===== config.mk =====
export PLATFORM = sky130hd
export DESIGN_NAME = burst_line_blanking_dither
export DESIGN_NICKNAME = d
export VERILOG_FILES = /design/src/hdl/blbd_pkg.sv /design/src/hdl/blbd_ctrl.sv /design/src/hdl/blbd_gen.sv /design/src/hdl/burst_line_blanking_dither.sv
export SDC_FILE = /design/constraint.sdc
export NUM_CORES = 1
export LEC_CHECK = 0
export ABC_AREA = 0
export CORE_ASPECT_RATIO = 1.25
export CORE_MARGIN = 2
export CORE_UTILIZATION = 45
export CTS_CLUSTER_SIZE = 25
export DETAILED_ROUTE_END_ITERATION = 6
export DONT_BUFFER_PORTS = 1
export PLACE_DENSITY_LB_ADDON = 0.05
export SETUP_SLACK_MARGIN = 0.5
export SLEW_MARGIN = 20
export SYNTH_ARGS = -nofsm -noshare
export SYNTH_HDL_FRONTEND = slang
export SYNTH_HIERARCHICAL = 1
export SYNTH_SLANG_ARGS = --single-unit
export TNS_END_PERCENT = 10

===== constraint.sdc =====
create_clock -name clk -period 5.5 [get_ports clk]
set_clock_uncertainty 0.2 [all_clocks]
set_input_delay 0.275 -clock clk [delete_from_list [all_inputs] [get_ports clk]]
set_output_delay 0.275 -clock clk [all_outputs]
set_load 0.005 [all_outputs]

===== src/hdl/blbd_pkg.sv =====
`default_nettype none
// ----------------------------------------------------------------------------
// blbd_pkg
// shared types, register codes and generator constants for the line blanking
// and dither block
// ----------------------------------------------------------------------------
package blbd_pkg;

	localparam int BYTE_W     = 8;
	localparam int CNT_W      = 16;
	localparam int GEN_W      = 32;
	localparam int CFG_IDX_W  = 3;
	localparam int CFG_DATA_W = 16;

	localparam logic [CNT_W-1:0] GEN_MULT = 16'd36969;
	localparam logic [GEN_W-1:0] GEN_SEED = 32'd362436069;

	typedef enum logic [CFG_IDX_W-1:0] {
		REG_LINE_BYTES   = 3'd0,
		REG_HEADER_BYTES = 3'd1,
		REG_LINE_PERIOD  = 3'd2,
		REG_BURST_LINES  = 3'd3,
		REG_START_PHASE  = 3'd4,
		REG_FILL_BASE    = 3'd5
	} cfg_reg_t;

	typedef struct packed {
		logic replace;
		logic line_end;
	} ctrl_t;

	// one multiply-with-carry step, kept in 32 bits
	function automatic logic [GEN_W-1:0] gen_advance(input logic [GEN_W-1:0] w);
		logic [GEN_W-1:0] prod;
		prod = GEN_W'(GEN_MULT) * GEN_W'(w[CNT_W-1:0]);
		return prod + GEN_W'(w[GEN_W-1:CNT_W]);
	endfunction

endpackage
`default_nettype wire


===== src/hdl/blbd_ctrl.sv =====
`default_nettype none
// ----------------------------------------------------------------------------
// blbd_ctrl
// configuration registers, byte position and line phase counters, and the
// per-byte replace and line end decisions
// ----------------------------------------------------------------------------
module blbd_ctrl (
	input  wire logic                              clk,
	input  wire logic                              arst_n,
	input  wire logic                              cfg_we,
	input  wire logic [blbd_pkg::CFG_IDX_W-1:0]    cfg_index,
	input  wire logic [blbd_pkg::CFG_DATA_W-1:0]   cfg_data,
	input  wire logic                              step,
	output blbd_pkg::ctrl_t                        flags,
	output logic      [blbd_pkg::BYTE_W-1:0]       fill_base
);
	import blbd_pkg::*;

	logic [CNT_W-1:0] line_bytes_q;
	logic [CNT_W-1:0] header_bytes_q;
	logic [CNT_W-1:0] line_period_q;
	logic [CNT_W-1:0] burst_lines_q;
	logic [BYTE_W-1:0] fill_base_q;
	logic [CNT_W-1:0] pos_q;
	logic [CNT_W-1:0] phase_q;

	logic [CNT_W:0] pos_inc;
	logic [CNT_W:0] phase_inc;
	logic           phase_wrap;

	assign pos_inc    = {1'b0, pos_q} + (CNT_W+1)'(1);
	assign phase_inc  = {1'b0, phase_q} + (CNT_W+1)'(1);
	assign phase_wrap = phase_inc >= {1'b0, line_period_q};

	assign flags.replace  = (pos_q >= header_bytes_q) && (phase_q > burst_lines_q);
	assign flags.line_end = pos_inc >= {1'b0, line_bytes_q};
	assign fill_base      = fill_base_q;

	always_ff @(posedge clk or negedge arst_n) begin
		if (!arst_n) begin
			line_bytes_q   <= CNT_W'(1);
			header_bytes_q <= '0;
			line_period_q  <= CNT_W'(1);
			burst_lines_q  <= '0;
			fill_base_q    <= '0;
			pos_q          <= '0;
			phase_q        <= '0;
		end else if (cfg_we) begin
			case (cfg_reg_t'(cfg_index))
				REG_LINE_BYTES:   line_bytes_q   <= cfg_data;
				REG_HEADER_BYTES: header_bytes_q <= cfg_data;
				REG_LINE_PERIOD:  line_period_q  <= cfg_data;
				REG_BURST_LINES:  burst_lines_q  <= cfg_data;
				REG_START_PHASE:  phase_q        <= cfg_data;
				REG_FILL_BASE:    fill_base_q    <= cfg_data[BYTE_W-1:0];
				default: ;
			endcase
		end else if (step) begin
			if (flags.line_end) begin
				pos_q   <= '0;
				phase_q <= phase_wrap ? '0 : phase_inc[CNT_W-1:0];
			end else begin
				pos_q <= pos_inc[CNT_W-1:0];
			end
		end
	end

endmodule
`default_nettype wire


===== src/hdl/blbd_gen.sv =====
`default_nettype none
// ----------------------------------------------------------------------------
// blbd_gen
// multiply-with-carry generator, holds the word that the next replaced byte
// uses so the multiply stays off the byte path
// ----------------------------------------------------------------------------
module blbd_gen (
	input  wire logic                          clk,
	input  wire logic                          arst_n,
	input  wire logic                          step,
	output logic [blbd_pkg::BYTE_W-1:0]        dither
);
	import blbd_pkg::*;

	logic [GEN_W-1:0] word_q;

	// even word gives 0, odd word gives +1 or -1 by its sign bit
	assign dither = !word_q[0] ? '0 : (word_q[GEN_W-1] ? '1 : BYTE_W'(1));

	always_ff @(posedge clk or negedge arst_n) begin
		if (!arst_n) begin
			word_q <= gen_advance(GEN_SEED);
		end else if (step) begin
			word_q <= gen_advance(word_q);
		end
	end

endmodule
`default_nettype wire


===== src/hdl/burst_line_blanking_dither.sv =====
`default_nettype none
// ----------------------------------------------------------------------------
// burst_line_blanking_dither
// passes radar line bytes, replacing sample bytes of blanked lines with a
// dithered fill value
// the input byte is registered in data_s1, then the output byte, replace and
// line end flags in data_s2, repl_s2 and last_s2, which drive the output
// throughput: one byte per cycle unless the output stalls, set by counter and
// generator update; a stalled output holds the input off once both stages fill
// reset clears valids, counters, registers to defaults and reseeds the generator
// ----------------------------------------------------------------------------
module burst_line_blanking_dither (
	input  wire logic                              clk,
	input  wire logic                              arst_n,
	input  wire logic                              cfg_we,
	input  wire logic [blbd_pkg::CFG_IDX_W-1:0]    cfg_index,
	input  wire logic [blbd_pkg::CFG_DATA_W-1:0]   cfg_data,
	input  wire logic                              s_tvalid,
	output logic                                   s_tready,
	input  wire logic [7:0]                        s_tdata,   // data_byte
	output logic                                   m_tvalid,
	input  wire logic                              m_tready,
	output logic      [7:0]                        m_tdata,   // out_byte
	output logic                                   m_tuser,   // replaced
	output logic                                   m_tlast    // line_end
);
	import blbd_pkg::*;

	logic              valid_s1;
	logic [BYTE_W-1:0] data_s1;
	logic              valid_s2;
	logic [BYTE_W-1:0] data_s2;
	logic              repl_s2;
	logic              last_s2;

	logic              adv;
	logic              take;
	ctrl_t             flags;
	logic [BYTE_W-1:0] fill_base;
	logic [BYTE_W-1:0] dither;

	assign adv      = valid_s1 && (!valid_s2 || m_tready);
	assign s_tready = !valid_s1 || adv;
	assign take     = s_tvalid && s_tready;

	blbd_ctrl u_ctrl (
		.clk       (clk),
		.arst_n    (arst_n),
		.cfg_we    (cfg_we),
		.cfg_index (cfg_index),
		.cfg_data  (cfg_data),
		.step      (adv),
		.flags     (flags),
		.fill_base (fill_base)
	);

	blbd_gen u_gen (
		.clk    (clk),
		.arst_n (arst_n),
		.step   (adv && flags.replace),
		.dither (dither)
	);

	always_ff @(posedge clk or negedge arst_n) begin
		if (!arst_n) begin
			valid_s1 <= 1'b0;
			valid_s2 <= 1'b0;
		end else begin
			if (take) begin
				valid_s1 <= 1'b1;
			end else if (adv) begin
				valid_s1 <= 1'b0;
			end
			if (adv) begin
				valid_s2 <= 1'b1;
			end else if (m_tready) begin
				valid_s2 <= 1'b0;
			end
		end
	end

	always_ff @(posedge clk) begin
		if (take) begin
			data_s1 <= s_tdata;
		end
		if (adv) begin
			data_s2 <= flags.replace ? BYTE_W'(fill_base + dither) : data_s1;
			repl_s2 <= flags.replace;
			last_s2 <= flags.line_end;
		end
	end

	assign m_tvalid = valid_s2;
	assign m_tdata  = data_s2;
	assign m_tuser  = repl_s2;
	assign m_tlast  = last_s2;

endmodule
`default_nettype wire


==> out/results.ini <==
[setup_path]
start_kind = register
cp.arrival_ns = 5.28
rr_endpoint = u_gen/word_q[31]
r2r-start = u_gen/word_q[8]
cp_data_required_time_ns = 5.66
path_max_fanout = 6
reg2reg_slack_ns = 0.38
r2r_cells = 17
critPathKind = register to register
crit_path_end_kind = register

[route]
viasPerCell = 5.369
ant_nets = 0
dr.pass1.iters = 5
routed_wl_um = 34190
drt_iter0_drc = 462
wire_per_inst_um = 19.11
num_vias = 9606
drc = 0

[sta]
rsz0062_at_grt = yes
slew_headroom = 0.3681
slew_viol_final = 0
fmax_mhz = 195.5
worst_pin_slew_ns = 0.9479
fin_crit_ns = 5.116
min_period_over_period = 0.9301
tns_ns = 0
setup_viol = 0
fin_ws_ns = 0.3844
hold_violations = 0

[final_layout]
design_area_sq_um = 15200
layout.nets = 1689
layout-drive-gt1-share = 0.1702
syn_to_final_growth_pct = 15.84

[cts]
clkTransAtPathRegs_ns = 0.07
tritoncts = yes
numCtsBuffers = 17
clock_tree.root_cell = clkbuf_16
numClockSinks = 156
ctsLongestPathBuffers = 2
ctsHtreeMaxLevel = 4
clock_latency_ns = 0.43

[min_path]
hp-start = cfg_index[0]
whs_endpoint = u_ctrl/line_bytes_q[11]
hold_path_class = input pin to register
hold_depth = 3

[placement]
dp.final_hpwl_um = 26430
globalplace.congestion = 0.8589
io_buffers = 0
place_area_sq_um = 13690
dp_slack_ns = 0.1768

[yosys]
syn_inst = 1336
syn-cell-area_sq_um = 13120
synth.avg_cell_area_sq_um = 9.820
yosysSeqAreaShare = 0.3056
synth_fp_nets = 1639
yosysWarnings = 6
async_reset_ff_frac = 0.8846
ys.flop_type = dfrtp_1
synth_cell_types = 80
ys_ff_latch = 156
synth_edf_count = 18

[power]
p_leak_nw = 7.455
power.density_nw_per_um2 = 326.4
ir_worst_vdd_mv = 0.1533

[grt]
grt_max_degree = 139
antenna_found_initial = 1
gr-usage-all-layers = 0.2327
grt_pass1_wl_um = 54390
grt_pass1_vias = 9992
overflow = 0

[floorplan]
die_h_um = 194.9
io_pins = 44
die_area_sq_um = 30550
start_util = 0.4591
rows = 69
core_area_sq_um = 28580
die_w_um = 156.7

[job]
drv_cap = 0

[run_status]
status = finished, final reports clean

==> layer usage <==
layer,wire length (um),track usage,up-vias,share of wire
met4,839,0.07713,0,0.025
li1,-,-,4745,-
met5,0,0,-,0
met1,13440,0.2553,4682,0.39
met2,19110,0.4498,136,0.56
met3,792,0.03300,43,0.023
==> worst max-delay path, cell delays in order (launching register included) <==
cell and delay, ns:
dfrtp_2 0.42, buf_6 0.15, ha_4 0.24, ha_4 0.24
ha_1 0.30, fa_1 0.45, fa_1 0.49, inv_1 0.05
fa_1 0.49, inv_2 0.05, ha_4 0.30, nand3_1 0.08
o211a_1 0.22, o221a_4 0.31, or2_4 0.26, or4_4 0.43
o31a_1 0.30, nand3_2 0.07
==> power by group <==
part	internal (mW)	switching (mW)	total, mW	leakage, nW
clock network	0.782	0.484	1.27	0.298
registers	1.37	0.166	1.53	1.85
logic	0.964	1.20	2.16	5.30
total	3.11	1.85	4.96	7.45
==> layout by cell type, fill, tap and decap left out, types with 7 or more instances in the layout <==
| cell | count |
|---|---|
| and3_1 | 8 |
| xnor2_1 | 33 |
| nor4_1 | 7 |
| dlygate4sd3_1 | 29 |
| fa_1 | 50 |
| ha_1 | 188 |
| o22ai_1 | 8 |
| nand2b_1 | 19 |
| nand2_1 | 109 |
| buf_4 | 49 |
| xor2_1 | 18 |
| inv_2 | 9 |
| inv_1 | 184 |
| nand4_1 | 24 |
| nand3_1 | 22 |
| a211oi_1 | 11 |
| clkbuf_16 | 17 |
| ha_4 | 25 |
| a21oi_1 | 46 |
| dfrtp_1 | 116 |
| nor2b_1 | 7 |
| o21bai_1 | 10 |
| nor3_1 | 8 |
| o21ai_1 | 9 |
| dfrtp_2 | 9 |
| mux2_2 | 50 |
| nor2_1 | 37 |
| dfstp_2 | 13 |
| o21ai_0 | 80 |
| edfxtp_1 | 18 |
| a21o_1 | 31 |
| a22oi_1 | 11 |
==> logic make-up after synthesis <==
family | synth area share
AND/OR/NAND/NOR | 0.1105
AO/OA/AOI/OAI | 0.1377
adder cells (fa/ha/maj) | 0.2899
buffers and inverters | 0.07620
flip-flops | 0.3056
multiplexers | 0.04597
XOR/XNOR | 0.03405
==> worst max path at each step <==
stage	start	end	slack, ns	cells after the start
after floorplan	u_gen/word_q[10]	u_gen/word_q[31]	0.48	17
after global placement	u_gen/word_q[2]	u_gen/word_q[20]	0.21	16
after detailed placement	u_gen/word_q[2]	u_gen/word_q[20]	0.18	16
after CTS	u_gen/word_q[6]	u_gen/word_q[28]	0.40	19
after global routing	u_gen/word_q[5]	u_gen/word_q[31]	0.27	18
final	u_gen/word_q[8]	u_gen/word_q[31]	0.38	17
==> final cells by class <==
type | instances | area (sq um)
Fill cell | 2597 | 13380
Clock buffer | 24 | 471.7
Sequential cell | 156 | 4021
Tap cell | 390 | 488.0
Inverter | 194 | 728.2
Timing Repair Buffer | 81 | 716.9
Antenna cell | 1 | 2.502
Clock inverter | 7 | 138.9
Multi-Input combinational cell | 936 | 8631
==> synth_stat cells (4+ instances only) <==
cell,number,area share
a31oi_1,8,0.0038
edfxtp_1,18,0.041
o2bb2ai_1,5,0.0033
nand4_1,24,0.011
o21ai_0,83,0.032
dfrtp_1,125,0.24
mux2_2,50,0.043
a32oi_1,5,0.0033
buf_2,7,0.0027
a21o_1,32,0.018
nand3b_1,4,0.0023
o21bai_1,10,0.0057
nand3_1,22,0.0084
nor2b_1,7,0.0033
o21ai_1,8,0.0031
or3_1,4,0.0019
mux2i_1,4,0.0031
xnor2_1,33,0.022
buf_6,6,0.0051
nand2b_1,19,0.0091
inv_1,192,0.055
and3_1,14,0.0067
a22oi_1,11,0.0063
clkbuf_1,24,0.0069
nor3_1,9,0.0034
nor2_1,37,0.011
dfstp_2,13,0.026
and2_1,4,0.0019
nor4_1,7,0.0033
a211oi_1,14,0.0080
a21oi_1,50,0.019
nand2_1,110,0.031
ha_1,216,0.21
fa_1,55,0.084
o21a_1,4,0.0023
o22ai_1,8,0.0038
xor2_1,18,0.012
o211ai_1,5,0.0029
buf_4,7,0.0040
==> per-stage QoR <==
step	std cells	utilization	hold WS (ns)	power (mW)
global route	1788	0.5318	0.09267	5.341
finish	1789	0.5319	0.09004	4.960
CTS	1784	0.5263	0.07357	4.958
detailed placement	1698	0.4791	-0.2168	3.477
floorplan	1336	-	-0.2206	2.950
global placement	1698	0.4791	-0.2173	3.461
==> repair_timing <==
item                                    CTS  global route
gates resized for setup                  36            24
endpoints found under the hold margin   236             0
endpoints found under the setup margin   18            17
buffers inserted                         25             4
hold buffers                             30             0
pin swaps                                25            32
==> state kept, by name (all words and copies together) (netlist names) <==
register               cells
m_tvalid                   1
u_ctrl/phase_q            16
valid_s1                   1
u_ctrl/line_period_q      16
u_ctrl/fill_base           8
u_ctrl/header_bytes_q     16
m_tlast                    1
m_tdata                    8
u_gen/word_q              32
data_s1                    8
u_ctrl/burst_lines_q      16
u_ctrl/pos_q              16
m_tuser                    1
u_ctrl/line_bytes_q       16
No activity file was read; power rests on OpenSTA's default activity.
